### src/rtl/cssds_pkg.sv
`default_nettype none

package cssds_pkg;

   // result kinds
   localparam logic [1:0] KIND_DATA  = 2'd0;
   localparam logic [1:0] KIND_DECL  = 2'd1;
   localparam logic [1:0] KIND_BLOCK = 2'd2;

   // quote tracking
   localparam logic [1:0] QUOTE_NONE   = 2'd0;
   localparam logic [1:0] QUOTE_SINGLE = 2'd1;
   localparam logic [1:0] QUOTE_DOUBLE = 2'd2;

   // comment tracking
   localparam logic [1:0] CMT_NONE = 2'd0;
   localparam logic [1:0] CMT_BODY = 2'd1;
   localparam logic [1:0] CMT_STAR = 2'd2;

   localparam logic [7:0] CH_SEMI   = 8'h3B;
   localparam logic [7:0] CH_SLASH  = 8'h2F;
   localparam logic [7:0] CH_STAR   = 8'h2A;
   localparam logic [7:0] CH_BSLASH = 8'h5C;
   localparam logic [7:0] CH_APOS   = 8'h27;
   localparam logic [7:0] CH_QUOTE  = 8'h22;
   localparam logic [7:0] CH_LPAREN = 8'h28;
   localparam logic [7:0] CH_RPAREN = 8'h29;
   localparam logic [7:0] CH_LBRACK = 8'h5B;
   localparam logic [7:0] CH_RBRACK = 8'h5D;
   localparam logic [7:0] CH_LBRACE = 8'h7B;
   localparam logic [7:0] CH_RBRACE = 8'h7D;
   localparam logic [7:0] CH_SPACE  = 8'h20;
   localparam logic [7:0] CH_TAB    = 8'h09;
   localparam logic [7:0] CH_LF     = 8'h0A;
   localparam logic [7:0] CH_CR     = 8'h0D;
   localparam logic [7:0] CH_FF     = 8'h0C;

   // entries in the command queue between front and back
   localparam int QUEUE_DEPTH = 4;
   localparam int QPTR_W      = 2;

   // what the back has to do for one input word, in this order:
   // flush held blanks, slash, the byte, end of declaration, end of block,
   // then store the byte as a held blank
   typedef struct packed {
      logic [7:0] byte_val;
      logic       emit_slash;
      logic       emit_byte;
      logic       decl;
      logic       block;
      logic       ovf;
      logic       wr;
   } cmd_flags_type;

   function automatic logic is_blank(input logic [7:0] c);
      return (c == CH_SPACE) || (c == CH_TAB) || (c == CH_LF) ||
             (c == CH_CR) || (c == CH_FF);
   endfunction

endpackage

`default_nettype wire

### src/rtl/cssds_req_if.sv
`default_nettype none

interface cssds_req_if;
   logic       valid;
   logic       ready;
   logic [7:0] in_byte;
   logic       last_byte;

   modport source(output valid, output in_byte, output last_byte, input ready);
   modport sink(input valid, input in_byte, input last_byte, output ready);
endinterface

`default_nettype wire

### src/rtl/cssds_rsp_if.sv
`default_nettype none

interface cssds_rsp_if;
   logic       valid;
   logic       ready;
   logic [7:0] out_byte;
   logic [1:0] kind;
   logic       overflow;
   logic       run_last;

   modport source(output valid, output out_byte, output kind, output overflow,
                  output run_last, input ready);
   modport sink(input valid, input out_byte, input kind, input overflow,
                input run_last, output ready);
endinterface

`default_nettype wire

### src/rtl/cssds_front.sv
`default_nettype none

module cssds_front #(
   parameter int BLANK_DEPTH = 16,
   parameter int DEPTH_BITS  = 8
) (
   input  wire logic                   clock,
   input  wire logic                   reset,
   cssds_req_if.sink                   req_ch,
   input  wire logic                   q_ready,
   output logic                        q_push,
   output cssds_pkg::cmd_flags_type    q_flags,
   output logic [$clog2(BLANK_DEPTH + 1)-1:0]                      q_flush,
   output logic [((BLANK_DEPTH > 1) ? $clog2(BLANK_DEPTH) : 1)-1:0] q_widx
);

   localparam int CW = $clog2(BLANK_DEPTH + 1);
   localparam int AW = (BLANK_DEPTH > 1) ? $clog2(BLANK_DEPTH) : 1;

   logic [1:0]            quote_ff, quote_in;
   logic                  esc_ff, esc_in;
   logic [1:0]            cmt_ff, cmt_in;
   logic                  slash_ff, slash_in;
   logic [DEPTH_BITS-1:0] depth_ff, depth_in;
   logic                  seg_ff, seg_in;
   logic [CW-1:0]         bcnt_ff, bcnt_in;
   logic                  ovf_ff, ovf_in;

   logic       keep_slash, keep_c, end_seg, depth_sat, plain;
   logic [7:0] c;
   logic       accept;

   assign c      = req_ch.in_byte;
   assign accept = req_ch.valid && q_ready;
   assign req_ch.ready = q_ready;

   always_comb begin
      quote_in   = quote_ff;
      esc_in     = esc_ff;
      cmt_in     = cmt_ff;
      slash_in   = slash_ff;
      depth_in   = depth_ff;
      keep_slash = 1'b0;
      keep_c     = 1'b0;
      end_seg    = 1'b0;
      depth_sat  = 1'b0;
      plain      = 1'b0;

      if (cmt_ff != cssds_pkg::CMT_NONE) begin
         if (c == cssds_pkg::CH_STAR) begin
            cmt_in = cssds_pkg::CMT_STAR;
         end else if (cmt_ff == cssds_pkg::CMT_STAR && c == cssds_pkg::CH_SLASH) begin
            cmt_in = cssds_pkg::CMT_NONE;
         end else begin
            cmt_in = cssds_pkg::CMT_BODY;
         end
      end else if (quote_ff != cssds_pkg::QUOTE_NONE) begin
         keep_c = 1'b1;
         if (esc_ff) begin
            esc_in = 1'b0;
         end else if (c == cssds_pkg::CH_BSLASH) begin
            esc_in = 1'b1;
         end else if ((quote_ff == cssds_pkg::QUOTE_SINGLE && c == cssds_pkg::CH_APOS) ||
                      (quote_ff == cssds_pkg::QUOTE_DOUBLE && c == cssds_pkg::CH_QUOTE)) begin
            quote_in = cssds_pkg::QUOTE_NONE;
         end
      end else begin
         plain = 1'b1;
         if (slash_ff) begin
            slash_in = 1'b0;
            if (c == cssds_pkg::CH_STAR) begin
               cmt_in = cssds_pkg::CMT_BODY;
               plain  = 1'b0;
            end else begin
               keep_slash = 1'b1;
            end
         end
      end

      if (plain) begin
         if (c == cssds_pkg::CH_APOS || c == cssds_pkg::CH_QUOTE) begin
            quote_in = (c == cssds_pkg::CH_QUOTE) ? cssds_pkg::QUOTE_DOUBLE
                                                  : cssds_pkg::QUOTE_SINGLE;
            keep_c = 1'b1;
         end else if (c == cssds_pkg::CH_SLASH) begin
            if (req_ch.last_byte) begin
               keep_c = 1'b1;
            end else begin
               slash_in = 1'b1;
            end
         end else if (c == cssds_pkg::CH_LPAREN || c == cssds_pkg::CH_LBRACK ||
                      c == cssds_pkg::CH_LBRACE) begin
            if (depth_ff != '1) begin
               depth_in = depth_ff + DEPTH_BITS'(1);
            end else begin
               depth_sat = 1'b1;
            end
            keep_c = 1'b1;
         end else if (c == cssds_pkg::CH_RPAREN || c == cssds_pkg::CH_RBRACK ||
                      c == cssds_pkg::CH_RBRACE) begin
            if (depth_ff != '0) begin
               depth_in = depth_ff - DEPTH_BITS'(1);
            end
            keep_c = 1'b1;
         end else if (c == cssds_pkg::CH_SEMI && depth_ff == '0) begin
            end_seg = 1'b1;
         end else begin
            keep_c = 1'b1;
         end
      end
   end

   // apply the keeps in order, then the declaration and block ends
   always_comb begin
      seg_in  = seg_ff;
      bcnt_in = bcnt_ff;
      ovf_in  = ovf_ff | depth_sat;
      q_flags = '0;
      q_flags.byte_val = c;
      q_flush = '0;
      q_widx  = '0;

      if (keep_slash) begin
         q_flush = bcnt_in;
         bcnt_in = '0;
         q_flags.emit_slash = 1'b1;
         seg_in  = 1'b1;
      end

      if (keep_c) begin
         if (cssds_pkg::is_blank(c)) begin
            if (seg_in) begin
               if (bcnt_in < CW'(BLANK_DEPTH)) begin
                  q_flags.wr = 1'b1;
                  q_widx  = bcnt_in[AW-1:0];
                  bcnt_in = bcnt_in + CW'(1);
               end else begin
                  ovf_in = 1'b1;
               end
            end
         end else begin
            q_flush = q_flush | bcnt_in;
            bcnt_in = '0;
            q_flags.emit_byte = 1'b1;
            seg_in  = 1'b1;
         end
      end

      if (end_seg) begin
         q_flags.decl = seg_in;
         seg_in  = 1'b0;
         bcnt_in = '0;
      end

      if (req_ch.last_byte) begin
         q_flags.ovf   = ovf_in;
         q_flags.block = 1'b1;
         if (seg_in) begin
            q_flags.decl = 1'b1;
         end
         seg_in  = 1'b0;
         bcnt_in = '0;
         ovf_in  = 1'b0;
      end
   end

   assign q_push = accept && (q_flags.emit_slash || q_flags.emit_byte || q_flags.decl ||
                              q_flags.block || q_flags.wr);

   always_ff @(posedge clock) begin
      if (reset) begin
         quote_ff <= cssds_pkg::QUOTE_NONE;
         esc_ff   <= 1'b0;
         cmt_ff   <= cssds_pkg::CMT_NONE;
         slash_ff <= 1'b0;
         depth_ff <= '0;
         seg_ff   <= 1'b0;
         bcnt_ff  <= '0;
         ovf_ff   <= 1'b0;
      end else if (accept) begin
         if (req_ch.last_byte) begin
            quote_ff <= cssds_pkg::QUOTE_NONE;
            esc_ff   <= 1'b0;
            cmt_ff   <= cssds_pkg::CMT_NONE;
            slash_ff <= 1'b0;
            depth_ff <= '0;
         end else begin
            quote_ff <= quote_in;
            esc_ff   <= esc_in;
            cmt_ff   <= cmt_in;
            slash_ff <= slash_in;
            depth_ff <= depth_in;
         end
         seg_ff  <= seg_in;
         bcnt_ff <= bcnt_in;
         ovf_ff  <= ovf_in;
      end
   end

endmodule

`default_nettype wire

### src/rtl/cssds_queue.sv
`default_nettype none

module cssds_queue #(
   parameter int WIDTH = 8
) (
   input  wire logic             clock,
   input  wire logic             reset,
   input  wire logic             push,
   input  wire logic [WIDTH-1:0] wdata,
   output logic                  push_ready,
   input  wire logic             pop,
   output logic                  pop_valid,
   output logic [WIDTH-1:0]      rdata
);

   logic [WIDTH-1:0]                  slot_ff [cssds_pkg::QUEUE_DEPTH];
   logic [cssds_pkg::QPTR_W-1:0]      wptr_ff, rptr_ff;
   logic [cssds_pkg::QPTR_W:0]        count_ff;

   assign push_ready = count_ff != (cssds_pkg::QPTR_W + 1)'(cssds_pkg::QUEUE_DEPTH);
   assign pop_valid  = count_ff != '0;
   assign rdata      = slot_ff[rptr_ff];

   always_ff @(posedge clock) begin
      if (push) begin
         slot_ff[wptr_ff] <= wdata;
      end
   end

   always_ff @(posedge clock) begin
      if (reset) begin
         wptr_ff  <= '0;
         rptr_ff  <= '0;
         count_ff <= '0;
      end else begin
         if (push) begin
            wptr_ff <= wptr_ff + cssds_pkg::QPTR_W'(1);
         end
         if (pop) begin
            rptr_ff <= rptr_ff + cssds_pkg::QPTR_W'(1);
         end
         if (push && !pop) begin
            count_ff <= count_ff + (cssds_pkg::QPTR_W + 1)'(1);
         end else if (pop && !push) begin
            count_ff <= count_ff - (cssds_pkg::QPTR_W + 1)'(1);
         end
      end
   end

   a_no_push_full: assert property (@(posedge clock) disable iff (reset)
      push |-> push_ready)
      else $error("queue written while full");

   a_no_pop_empty: assert property (@(posedge clock) disable iff (reset)
      pop |-> pop_valid)
      else $error("queue read while empty");

   a_count_up: assert property (@(posedge clock) disable iff (reset)
      (push && !pop) |=> count_ff == $past(count_ff) + (cssds_pkg::QPTR_W + 1)'(1))
      else $error("queue count lost a word");

endmodule

`default_nettype wire

### src/rtl/cssds_back.sv
`default_nettype none

module cssds_back #(
   parameter int BLANK_DEPTH = 16
) (
   input  wire logic                      clock,
   input  wire logic                      reset,
   input  wire logic                      q_valid,
   input  wire cssds_pkg::cmd_flags_type  q_flags,
   input  wire logic [$clog2(BLANK_DEPTH + 1)-1:0]                      q_flush,
   input  wire logic [((BLANK_DEPTH > 1) ? $clog2(BLANK_DEPTH) : 1)-1:0] q_widx,
   output logic                           q_pop,
   cssds_rsp_if.source                    rsp_ch
);

   localparam int CW = $clog2(BLANK_DEPTH + 1);
   localparam int AW = (BLANK_DEPTH > 1) ? $clog2(BLANK_DEPTH) : 1;

   logic                     busy_ff, busy_in;
   cssds_pkg::cmd_flags_type flags_ff, flags_in;
   logic [CW-1:0]            flush_ff, flush_in;
   logic [CW-1:0]            idx_ff, idx_in;
   logic [AW-1:0]            widx_ff, widx_in;
   logic [AW-1:0]            rd_addr;

   logic [7:0] blank_mem [BLANK_DEPTH];
   logic [7:0] rd_data_ff;

   logic       rsp_valid_ff;
   logic [7:0] out_byte_ff;
   logic [1:0] kind_ff;
   logic       ovf_ff;
   logic       run_last_ff;

   logic       has_flush, pending, slot_free, emit, wr_en, done;
   logic [7:0] cur_byte;
   logic [1:0] cur_kind;
   logic       cur_ovf, more;

   assign has_flush = flush_ff != '0;
   assign pending   = has_flush || flags_ff.emit_slash || flags_ff.emit_byte ||
                      flags_ff.decl || flags_ff.block;
   assign slot_free = !rsp_valid_ff || rsp_ch.ready;
   assign emit      = busy_ff && pending && slot_free;
   // held blank is stored after this word's flush has read the buffer
   assign wr_en     = busy_ff && !pending && flags_ff.wr;
   assign done      = !busy_ff || (!pending && !flags_ff.wr);
   assign q_pop     = done && q_valid;

   always_comb begin
      busy_in  = busy_ff;
      flags_in = flags_ff;
      flush_in = flush_ff;
      idx_in   = idx_ff;
      widx_in  = widx_ff;
      cur_byte = 8'h00;
      cur_kind = cssds_pkg::KIND_DATA;
      cur_ovf  = 1'b0;
      more     = 1'b0;

      if (has_flush) begin
         cur_byte = rd_data_ff;
         more     = (flush_ff != CW'(1)) || flags_ff.emit_slash || flags_ff.emit_byte ||
                    flags_ff.decl || flags_ff.block;
      end else if (flags_ff.emit_slash) begin
         cur_byte = cssds_pkg::CH_SLASH;
         more     = flags_ff.emit_byte || flags_ff.decl || flags_ff.block;
      end else if (flags_ff.emit_byte) begin
         cur_byte = flags_ff.byte_val;
         more     = flags_ff.decl || flags_ff.block;
      end else if (flags_ff.decl) begin
         cur_kind = cssds_pkg::KIND_DECL;
         more     = flags_ff.block;
      end else begin
         cur_kind = cssds_pkg::KIND_BLOCK;
         cur_ovf  = flags_ff.ovf;
      end

      if (q_pop) begin
         busy_in  = 1'b1;
         flags_in = q_flags;
         flush_in = q_flush;
         widx_in  = q_widx;
         idx_in   = '0;
      end else if (done) begin
         busy_in = 1'b0;
      end else if (emit) begin
         if (has_flush) begin
            flush_in = flush_ff - CW'(1);
            idx_in   = idx_ff + CW'(1);
         end else if (flags_ff.emit_slash) begin
            flags_in.emit_slash = 1'b0;
         end else if (flags_ff.emit_byte) begin
            flags_in.emit_byte = 1'b0;
         end else if (flags_ff.decl) begin
            flags_in.decl = 1'b0;
         end else begin
            flags_in.block = 1'b0;
         end
      end else if (wr_en) begin
         flags_in.wr = 1'b0;
      end
   end

   // read data always follows idx so the next flushed blank is ready
   assign rd_addr = (idx_in < CW'(BLANK_DEPTH)) ? idx_in[AW-1:0] : '0;

   always_ff @(posedge clock) begin
      if (wr_en) begin
         blank_mem[widx_ff] <= flags_ff.byte_val;
      end
      rd_data_ff <= blank_mem[rd_addr];
   end

   always_ff @(posedge clock) begin
      if (reset) begin
         busy_ff <= 1'b0;
      end else begin
         busy_ff <= busy_in;
      end
      flags_ff <= flags_in;
      flush_ff <= flush_in;
      idx_ff   <= idx_in;
      widx_ff  <= widx_in;
   end

   always_ff @(posedge clock) begin
      if (reset) begin
         rsp_valid_ff <= 1'b0;
      end else if (emit) begin
         rsp_valid_ff <= 1'b1;
      end else if (rsp_ch.ready) begin
         rsp_valid_ff <= 1'b0;
      end
      if (emit) begin
         out_byte_ff <= cur_byte;
         kind_ff     <= cur_kind;
         ovf_ff      <= cur_ovf;
         run_last_ff <= !more;
      end
   end

   assign rsp_ch.valid    = rsp_valid_ff;
   assign rsp_ch.out_byte = out_byte_ff;
   assign rsp_ch.kind     = kind_ff;
   assign rsp_ch.overflow = ovf_ff;
   assign rsp_ch.run_last = run_last_ff;

   a_marker_zero: assert property (@(posedge clock) disable iff (reset)
      (rsp_valid_ff && kind_ff != cssds_pkg::KIND_DATA) |-> out_byte_ff == 8'h00)
      else $error("marker word carries a data byte");

   a_ovf_on_block: assert property (@(posedge clock) disable iff (reset)
      (rsp_valid_ff && kind_ff != cssds_pkg::KIND_BLOCK) |-> !ovf_ff)
      else $error("overflow flag outside end of block");

   a_block_last: assert property (@(posedge clock) disable iff (reset)
      (rsp_valid_ff && kind_ff == cssds_pkg::KIND_BLOCK) |-> run_last_ff)
      else $error("end of block not last of its run");

   a_flush_blank: assert property (@(posedge clock) disable iff (reset)
      (emit && has_flush) |=> (rsp_valid_ff && kind_ff == cssds_pkg::KIND_DATA &&
                               cssds_pkg::is_blank(out_byte_ff)))
      else $error("flushed byte is not a blank");

endmodule

`default_nettype wire

### src/rtl/css_declaration_splitter_unit.sv
// style declaration splitter
// req_ch takes one text byte per word, last_byte set on the final byte of a
// block. rsp_ch returns the trimmed declarations: kind data words with the
// kept bytes, a kind end-of-declaration word after each non-empty
// declaration and one end-of-block word carrying the overflow flag.
// run_last marks the final result word caused by one input byte.
// The front parses one byte per cycle while the queue has room and pushes
// a command into a four-entry queue; the back turns each command into
// result words, one per cycle while the receiver takes them, through an
// output register. The back takes each command from the queue, emits its
// result words (up to BLANK_DEPTH + 4) and then stores the byte when it is
// a trailing blank; bytes with no effect, such as comment text, push no
// command. Held trailing blanks sit in a BLANK_DEPTH-entry buffer with a
// registered read port and are replayed one per cycle while the output is
// not stalled. Reset clears parse state, queue and output register; the
// blank buffer keeps its contents, which are never read before rewritten.
// When the receiver stalls, the output word holds, the back waits, the
// queue fills and req_ch.ready drops once it is full.
`default_nettype none

module css_declaration_splitter_unit #(
   parameter int BLANK_DEPTH = 16,
   parameter int DEPTH_BITS  = 8
) (
   input  wire logic   clock,
   input  wire logic   reset,
   cssds_req_if.sink   req_ch,
   cssds_rsp_if.source rsp_ch
);

   localparam int CW      = $clog2(BLANK_DEPTH + 1);
   localparam int AW      = (BLANK_DEPTH > 1) ? $clog2(BLANK_DEPTH) : 1;
   localparam int FLAGS_W = $bits(cssds_pkg::cmd_flags_type);
   localparam int QW      = FLAGS_W + CW + AW;

   logic                     push, push_ready, pop, pop_valid;
   cssds_pkg::cmd_flags_type f_flags, b_flags;
   logic [CW-1:0]            f_flush, b_flush;
   logic [AW-1:0]            f_widx, b_widx;
   logic [QW-1:0]            q_wdata, q_rdata;

   cssds_front #(
      .BLANK_DEPTH(BLANK_DEPTH),
      .DEPTH_BITS (DEPTH_BITS)
   ) u_front (
      .clock  (clock),
      .reset  (reset),
      .req_ch (req_ch),
      .q_ready(push_ready),
      .q_push (push),
      .q_flags(f_flags),
      .q_flush(f_flush),
      .q_widx (f_widx)
   );

   assign q_wdata = {f_flags, f_flush, f_widx};

   cssds_queue #(
      .WIDTH(QW)
   ) u_queue (
      .clock     (clock),
      .reset     (reset),
      .push      (push),
      .wdata     (q_wdata),
      .push_ready(push_ready),
      .pop       (pop),
      .pop_valid (pop_valid),
      .rdata     (q_rdata)
   );

   assign b_flags = cssds_pkg::cmd_flags_type'(q_rdata[QW-1 -: FLAGS_W]);
   assign b_flush = q_rdata[AW +: CW];
   assign b_widx  = q_rdata[AW-1:0];

   cssds_back #(
      .BLANK_DEPTH(BLANK_DEPTH)
   ) u_back (
      .clock  (clock),
      .reset  (reset),
      .q_valid(pop_valid),
      .q_flags(b_flags),
      .q_flush(b_flush),
      .q_widx (b_widx),
      .q_pop  (pop),
      .rsp_ch (rsp_ch)
   );

endmodule

`default_nettype wire
### src/flat_wrapper.sv
// flat-port wrapper written by rule: the top's interface ports become plain ports
module css_declaration_splitter_unit_flat 
#(
   parameter int BLANK_DEPTH = 16,
   parameter int DEPTH_BITS  = 8
)
  (clock, reset, req_ch_valid, req_ch_in_byte, req_ch_last_byte, req_ch_ready, rsp_ch_valid, rsp_ch_out_byte, rsp_ch_kind, rsp_ch_overflow, rsp_ch_run_last, rsp_ch_ready);
  cssds_req_if req_ch_i ();
  cssds_rsp_if rsp_ch_i ();
  input  wire logic clock;
  input  wire logic reset;
  input wire logic [$bits(req_ch_i.valid)-1:0] req_ch_valid;
  input wire logic [$bits(req_ch_i.in_byte)-1:0] req_ch_in_byte;
  input wire logic [$bits(req_ch_i.last_byte)-1:0] req_ch_last_byte;
  output wire logic [$bits(req_ch_i.ready)-1:0] req_ch_ready;
  output wire logic [$bits(rsp_ch_i.valid)-1:0] rsp_ch_valid;
  output wire logic [$bits(rsp_ch_i.out_byte)-1:0] rsp_ch_out_byte;
  output wire logic [$bits(rsp_ch_i.kind)-1:0] rsp_ch_kind;
  output wire logic [$bits(rsp_ch_i.overflow)-1:0] rsp_ch_overflow;
  output wire logic [$bits(rsp_ch_i.run_last)-1:0] rsp_ch_run_last;
  input wire logic [$bits(rsp_ch_i.ready)-1:0] rsp_ch_ready;
  assign req_ch_i.valid = req_ch_valid;
  assign req_ch_i.in_byte = req_ch_in_byte;
  assign req_ch_i.last_byte = req_ch_last_byte;
  assign req_ch_ready = req_ch_i.ready;
  assign rsp_ch_valid = rsp_ch_i.valid;
  assign rsp_ch_out_byte = rsp_ch_i.out_byte;
  assign rsp_ch_kind = rsp_ch_i.kind;
  assign rsp_ch_overflow = rsp_ch_i.overflow;
  assign rsp_ch_run_last = rsp_ch_i.run_last;
  assign rsp_ch_i.ready = rsp_ch_ready;
  css_declaration_splitter_unit #(.BLANK_DEPTH(BLANK_DEPTH), .DEPTH_BITS(DEPTH_BITS)) u_core (.clock(clock), .reset(reset), .req_ch(req_ch_i), .rsp_ch(rsp_ch_i));
endmodule
### config.mk
export PLATFORM = sky130hd
export DESIGN_NAME = css_declaration_splitter_unit_flat
export DESIGN_NICKNAME = d
export VERILOG_FILES = /design/src/rtl/cssds_pkg.sv /design/src/rtl/cssds_req_if.sv /design/src/rtl/cssds_rsp_if.sv /design/src/rtl/cssds_front.sv /design/src/rtl/cssds_queue.sv /design/src/rtl/cssds_back.sv /design/src/rtl/css_declaration_splitter_unit.sv /design/src/flat_wrapper.sv
export SDC_FILE = /design/constraint.sdc
export NUM_CORES = 1
export LEC_CHECK = 0
export ABC_AREA = 0
export BUFFER_PORTS_ARGS = -buffer_cell sky130_fd_sc_hd__buf_2
export CORE_ASPECT_RATIO = 1.2
export CORE_MARGIN = 1.5
export CORE_UTILIZATION = 30
export CTS_CLUSTER_SIZE = 8
export DETAILED_ROUTE_END_ITERATION = 7
export GPL_TIMING_DRIVEN = 0
export HOLD_SLACK_MARGIN = 0.03
export PLACE_DENSITY = 0.45
export SETUP_SLACK_MARGIN = 0.4
export SLEW_MARGIN = 20
export SYNTH_ARGS = -nofsm -noshare
export SYNTH_HDL_FRONTEND = slang
export SYNTH_HIERARCHICAL = 1
export SYNTH_SLANG_ARGS = --single-unit
### constraint.sdc
create_clock -name clock -period 5.7 [get_ports clock]
set_input_delay 1.14 -clock clock [delete_from_list [all_inputs] [get_ports clock]]
set_output_delay 1.14 -clock clock [all_outputs]
set_load 0.05 [all_outputs]
==> results of run 1 <==
registers in the layout (all words and copies together), names as in the netlist, 3 cells and up, named ones only:
register and count:
u_core/u_back/blank_mem 128, u_core/u_back/flags_ff 14, u_core/u_back/flush_ff 5, u_core/u_back/idx_ff 5
u_core/u_back/rd_data_ff 8, u_core/u_back/rsp_ch.out_byte 8, u_core/u_back/widx_ff 4, u_core/u_front/bcnt_ff 5
u_core/u_front/depth_ff 8, u_core/u_queue/count_ff 3, u_core/u_queue/slot_ff 92
path summary, 6_finish.rpt:
| kind | cells past startpoint | from | endpoint | slack (ps) |
|---|---|---|---|---|
| max | 12 | req_ch_in_byte[2] | u_core/u_queue/count_ff[2] | 1530 |
| min reg2reg | 2 | u_core/u_back/rd_data_ff[6] | u_core/u_back/rsp_ch.out_byte[6] | 490 |
| min | 2 | u_core/u_back/rd_data_ff[6] | u_core/u_back/rsp_ch.out_byte[6] | 490 |
| max reg2reg | 11 | u_core/u_front/depth_ff[2] | u_core/u_queue/count_ff[2] | 1590 |
tightest hold or removal path, delay by kind of cell (launching register included):
kind | cells | cell delay, ps
flip-flops | 1 | 300
AND/OR/NAND/NOR | 2 | 90
per-stage QoR:
step	area (um^2)	hold slack, ps	setup WS (ps)
floorplan	12940	455.7	1709
global route	15040	522.1	1198
CTS	15030	499.6	1447
detailed placement	13760	495.0	917.4
global placement	13760	483.8	728.3
finish	15040	494.7	1527
logic make-up (layout without fill, tap and decap cells):
family / count (synthesis) / count (layout) / synth area share [%]
flops: 300 / 300 / 66.11
other cells: 0 / 2 / 0
buf+inv: 82 / 185 / 3.315
fa+ha+maj: 20 / 20 / 2.030
xor+xnor: 18 / 18 / 1.218
compound gates: 177 / 177 / 10.17
simple gates: 236 / 236 / 9.753
mux: 65 / 65 / 7.404
area by class of cell:
class / count / share of cell area (%)
Multi-Input combinational cell: 516 / 26.42
Buffer: 49 / 2.021
Tap cell: 552 / 4.591
Timing Repair Buffer: 24 / 0.7985
Antenna cell: 2 / 0.03327
Clock inverter: 1 / 0.02495
Sequential cell: 300 / 56.89
Clock buffer: 78 / 8.376
Inverter: 33 / 0.8401
power by group through the flow:
stage	clock, mW	combinational (mW)	sequential [mW]
after CTS	2.42	1.71	3.16
after global routing	2.51	1.83	3.19
final	2.36	1.67	3.15
after floorplan	0	1.11	3.12
after global placement	0	1.69	3.20
after detailed placement	0	1.70	3.20
synthesized netlist by cell type (4+ instances only):
master and number:
o32ai_1 6, a32o_1 4, edfxtp_1 255, nand2_1 45, dfxtp_1 45, xnor2_1 9
nor4_1 6, or3_1 4, and3_1 5, buf_4 11, buf_6 4, a21oi_1 39
a222oi_1 7, a21o_1 14, buf_2 12, inv_1 29, mux2i_1 35, nand4_1 11
xor2_1 9, a22o_1 9, a22oi_1 9, o21ai_0 24, and2_1 20, o221ai_1 17
nand2b_1 7, clkbuf_1 19, a21boi_0 8, mux4_2 20, nor2_1 65, mux2_2 6
nor3_1 20, ha_1 17, nand3_1 24
per-layer routing:
metal,global-route usage [%],vias to the layer above
li1,-,3654
met1,17.02,3804
met4,5.547,0
met3,2.448,62
met2,26.76,152
met5,0,-
==> results by group, run 1 <==
Run status
  • Status: finished, final reports clean

Clocking
  • CTS tree: yes
  • Post-cts gate resize count: 0
  • Clk Tree Root Cell: clkbuf_16
  • CTS Hold Bufs: 0
  • CTS Buf Count: 43
  • Post-CTS Setup Inserts: 0
  • Clock transition at path regs: about 50 ps
  • Later-pin clock latency in the skew report: 520 ps
  • Clock buffer depth: 3
  • H-Tree Depth: 2
  • Sink Count: 300

Final layout
  • Fill cell count: between 4000 and 5000
  • Final Net Count: ~1000
  • Area taken by multi-input logic gates: roughly 0.0040 mm^2
  • Finished Layout Cells: approximately 1600
  • Utilization after layout: between 30% and 40%
  • Share of cells above drive strength 1: ~15%
  • Register area: roughly 0.0086 mm^2
  • Synth-to-layout area growth: 16.21%
  • Commonest non-fill, non-tap cell in the layout: edfxtp_1
  • Commonest cells after routing, fill and taps aside: edfxtp_1 (255), nor2_1 (64), clkbuf_1 (50)

Synth
  • Syn Inst Count: roughly 900
  • Synth Net Count: 930
  • EDFF count, synth: 255
  • Synthesized cell area: between 0.01 and 0.015 mm^2
  • Synth top area share: between 50 and 60%
  • Yosys warning count: 6
  • Post-synth top flop: edfxtp_1
  • Synth area leaders: edfxtp_1 (59%), dfxtp_1 (7.0%), mux4_2 (3.5%), mux2i_1 (2.7%), nor2_1 (1.9%)
  • Synth unique cells: slightly below 90
  • Post-synthesis sequential area ratio: between 60% and 70%
  • Largest area contributor in the synthesized netlist: edfxtp_1
  • Mapped Avg Cell Area: 14.42 um^2
  • Async S/R FF share, synth: 0%
  • Register bit count reported by yosys: 300

Setup path
  • Worst Path Max Fanout: 7
  • Worst path bufs/invs: 2
  • CP peak stage delay: slightly above 700 ps
  • Critical path data required time: roughly 6200 ps
  • CP Data Arrival Time: approximately 4600 ps
  • Worst Setup Start Kind: input pin
  • CP max stage cell: a41oi_1
  • Cell family with most CP delay: compound AO/OA/AOI/OAI gates
  • Endpoint class of the critical path: flip-flop
  • Crit-path cells: buf_2 > or2_4 > nand3_1 > a2111oi_4 > nand4_1 > a41oi_1 > ha_1 > inv_1 > fa_1 > xor2_1 > or3_1 > a21oi_1
  • Crit path kind: input pin to flip-flop

STA
  • Maximum clock rate: around 240 MHz
  • Final min period: between 4000 and 5000 ps
  • Tcrit/Tclk final: between 70% and 80%
  • Measured slew at the worst slew-check pin: approximately 1100 ps
  • Relative slew slack: ~28%
  • Clock skew after layout: about 12 ps
  • Max Slew Vio Count: 0
  • Final Setup Violations: 0
  • RSZ-0062 raised after global routing: no
  • Setup TNS: 0 ps
  • Hold Violations, Final: 0

Die
  • Die Wd: 192.6 um
  • I/O Pins: 27
  • Die area: roughly 0.044 mm^2
  • Initial Util: approximately 30%
  • # rows: 83
  • Die H: 230.6 um
  • CORE AREA: between 0.04 and 0.05 mm^2

Route
  • Routed length on met2: about 17 mm
  • Drt total wl: between 30 and 40 mm
  • Drt drc: 0
  • Initial DRT Pass Iterations: 5
  • Vias/cell: 4.934
  • Top layer in use: met4
  • DRT iter0 DRCs: 431
  • DRT antenna net count: 0
  • Vias: approximately 7700
  • Routed wire length per instance: 20.63 um
  • WL met3: between 1 and 1.5 mm
  • Met1 wire length: between 10 and 15 mm

Power
  • P_int: roughly 4.9 mW
  • Sw Pwr: between 2 and 2.5 mW
  • Total power: slightly above 7 mW
  • Peak supply drop: slightly below 0.2 mV
  • Sequential share of power: 43.9%
  • Clock share of power: 32.8%
  • Combinational Power Share: a little under a quarter
  • PD cells: about 480 mW/mm^2
  • Sw Share: 31.47%
  • Leakage power figure: just over 5 nW

Global routing
  • Largest net degree at the start of global routing: 26
  • First-pass GRT wire length: 48.80 mm
  • Vias in the first global route: 8100
  • Initial antenna violation count: 1
  • All-Layer GR Usage: between 10 and 15%
  • GRT Residual Overflow: 0

Flow run
  • Max_cap viols: 0

Placed design
  • Placed cell count: between 1000 and 1500
  • Port Buffers: 24
  • DP Wirelength: 21.86 mm
  • Routability congestion estimate: around 0.83

Hold path
  • Worst hold-check path type: flip-flop to flip-flop
Note: power is estimated with default switching activity, not from simulation.
==> inputs of run 2 (changes only) <==
--- a/config.mk
+++ b/config.mk
@@ -14,7 +14,7 @@
 export DETAILED_ROUTE_END_ITERATION = 7
 export GPL_TIMING_DRIVEN = 0
 export HOLD_SLACK_MARGIN = 0.03
-export PLACE_DENSITY = 0.45
+export PLACE_DENSITY = 0.47
 export SETUP_SLACK_MARGIN = 0.4
 export SLEW_MARGIN = 20
 export SYNTH_ARGS = -nofsm -noshare
==> constraint.sdc (replaced) <==
create_clock -name clock -period 3.8 [get_ports clock]
set_input_delay 0.76 -clock clock [delete_from_list [all_inputs] [get_ports clock]]
set_output_delay 0.76 -clock clock [all_outputs]
set_load 0.05 [all_outputs]
==> results by group, run 2 (synthesis gave the netlist of run 1 again) <==
STA
  • Maximum clock rate: about 300 MHz
  • Hold Violations, Final: 0
  • Final min period: between 3000 and 4000 ps
  • Measured slew at the worst slew-check pin: 908.4 ps
  • Clock skew after layout: 17.90 ps
  • Fin Hold WS: approximately 450 ps
  • Setup TNS: 0 ps
  • Relative slew slack: between 30% and 40%
  • Max Slew Vio Count: 0
  • RSZ-0062 raised after global routing: yes
  • Tcrit/Tclk final: 87.35%
  • Final Setup Violations: 0

Hold path
  • Worst hold-check path type: input pin to flip-flop
  • Hold path depth: 1
  • Hold Path End: u_core/u_queue/slot_ff[1][15]
  • Hold path start: req_ch_in_byte[0]

Route
  • DRT antenna net count: 0
  • Vias/cell: just under 5
  • Routed wire length per instance: between 20 and 25 um
  • DRT iter0 DRCs: 495
  • Initial DRT Pass Iterations: 5
  • Drt total wl: between 30 and 40 mm
  • Drt drc: 0
  • Vias: between 7000 and 8000

Clocking
  • Clock transition at path regs: 50 ps
  • Later-pin clock latency in the skew report: 520 ps
  • H-Tree Depth: 2
  • Clock buffer depth: 3
  • Sink Count: 300
  • Clk Tree Root Cell: clkbuf_16
  • CTS tree: yes
  • CTS Buf Count: 43
  • CTS Hold Bufs: 0

Final layout
  • Top Registers: u_core/u_back/blank_mem: 128 flops, u_core/u_queue/slot_ff: 92 flops, u_core/u_back/flags_ff: 14 flops
  • Commonest non-fill, non-tap cell in the layout: edfxtp_1
  • Max reg flops: 128
  • Share of cells above drive strength 1: between 15 and 20%
  • Ant. Diodes: 0
  • Final Net Count: approximately 1000
  • Post-route cell area: 0.01531 mm^2
  • Utilization after layout: between 30% and 40%
  • Synth-to-layout area growth: 18.25%
  • Biggest register: u_core/u_back/blank_mem
  • Commonest cells after routing, fill and taps aside: edfxtp_1 (255), nor2_1 (56), dfxtp_1 (45)
  • Fill cell count: approximately 4200

Die
  • Die area: between 0.04 and 0.05 mm^2
  • # rows: 83
  • Initial Util: 30.33%
  • CORE AREA: ~0.043 mm^2
  • Die H: 230.6 um
  • Die Wd: between 150 and 200 um
  • I/O Pins: 27

Global routing
  • Initial antenna violation count: 0
  • Vias in the first global route: 7871
  • All-Layer GR Usage: 14.56%
  • Largest net degree at the start of global routing: 26
  • First-pass GRT wire length: 48.49 mm
  • GRT Residual Overflow: 0

Setup path
  • Reg2reg path depth: 10
  • Crit path kind: flip-flop to flip-flop
  • Worst Setup Start Kind: flip-flop
  • CP Data Arrival Time: between 3000 and 4000 ps
  • R2r setup slk: 480 ps
  • Critical path data required time: ~4200 ps
  • Worst Path Max Fanout: 10
  • Endpoint class of the critical path: flip-flop
  • R2r endpoint: u_core/u_back/rd_data_ff[2]
  • Reg2reg start: u_core/u_back/flush_ff[0]

Power
  • Combinational Power Share: between 20 and 25%
  • Sw Pwr: 3.467 mW
  • Leakage power figure: 5.212 nW
  • PD cells: 709.6 mW/mm^2
  • Peak supply drop: 0.3296 mV
  • Total power: 10.86 mW
  • Clock share of power: about a third
  • Sequential share of power: 43.7%
  • Sw Share: approximately a third
  • P_int: between 7 and 8 mW

Run status
  • Status: finished, final reports clean

Flow run
  • Max_cap viols: 0

Placed design
  • Port Buffers: 24
  • Routability congestion estimate: approximately 0.8
  • Cell Area, Placed: between 0.01 and 0.015 mm^2
  • DP Wirelength: between 20 and 25 mm
==> run 2: cell count changes in the layout (fill, tap and decap cells not counted), moves of 5 or more <==
cell	before	now
buf_4	11	27
nor2_1	64	56
clkbuf_1	50	44
nor2_2	1	7
buf_2	36	31
==> run 2: power by group through the flow <==
stage | sequential, mW | combinational (mW) | clock [mW]
after floorplan | 4.68 | 1.67 | 0
after global placement | 4.79 | 2.53 | 0
after detailed placement | 4.80 | 2.55 | 0
after CTS | 4.75 | 2.66 | 3.54
after global routing | 4.80 | 2.90 | 3.69
final | 4.74 | 2.67 | 3.45
==> run 2: critical path: stages (launching register included) <==
cell and delay (ps):
edfxtp_1 440, inv_1 110, ha_2 250, or4b_4 520, clkbuf_2 230, and4_1 260
o21ai_4 220, inv_2 140, a222oi_1 530, a21boi_0 180, a22o_1 310
==> run 2: metal layers <==
| metal | vias up | track usage [%] | routed length [um] |
|---|---|---|---|
| li1 | 3666 | - | - |
| met1 | 3864 | 18.07 | 13330 |
| met2 | 148 | 25.72 | 16550 |
| met3 | 53 | 2.220 | 1029 |
| met4 | 0 | 4.603 | 843 |
| met5 | - | 0 | 0 |
==> run 2: worst max path at each step <==
stage / slack, ps / startpoint / endpoint
finish: 480 / u_core/u_back/flush_ff[0] / u_core/u_back/rd_data_ff[2]
global route: 310 / u_core/u_back/flush_ff[0] / u_core/u_back/blank_mem[6][1]
CTS: 370 / u_core/u_front/quote_ff[0] / u_core/u_queue/count_ff[2]
detailed placement: -320 / req_ch_in_byte[6] / u_core/u_front/depth_ff[7]
global placement: -610 / u_core/u_back/flush_ff[0] / u_core/u_queue/count_ff[2]
floorplan: 410 / req_ch_in_byte[2] / u_core/u_queue/count_ff[2]
==> run 2: layout make-up <==
cell class,count,area (um^2),area share (%)
buffer,49,351.6,2.297
clock buffer,73,1189,7.765
clock inverter,4,31.28,0.2043
inverter,33,126.4,0.8256
multi-input combinational,516,4150,27.11
sequential,300,8558,55.91
tap,552,690.7,4.512
timing repair buffer,36,210.2,1.373
==> run 2: timing repair <==
action,CTS,global route
pin swaps,8,8
gates cloned,0,0
endpoints found under the setup margin,200,140
resized for setup,32,21
buffers inserted,3,9
==> run 2: stage by stage <==
stage          cells  setup WS (ps)
6_report        1563          480.9
5_1_grt         1563          314.8
4_1_cts         1554          366.4
3_5_place_dp    1474         -317.4
3_3_place_gp    1474         -606.8
2_1_floorplan    898          409.3
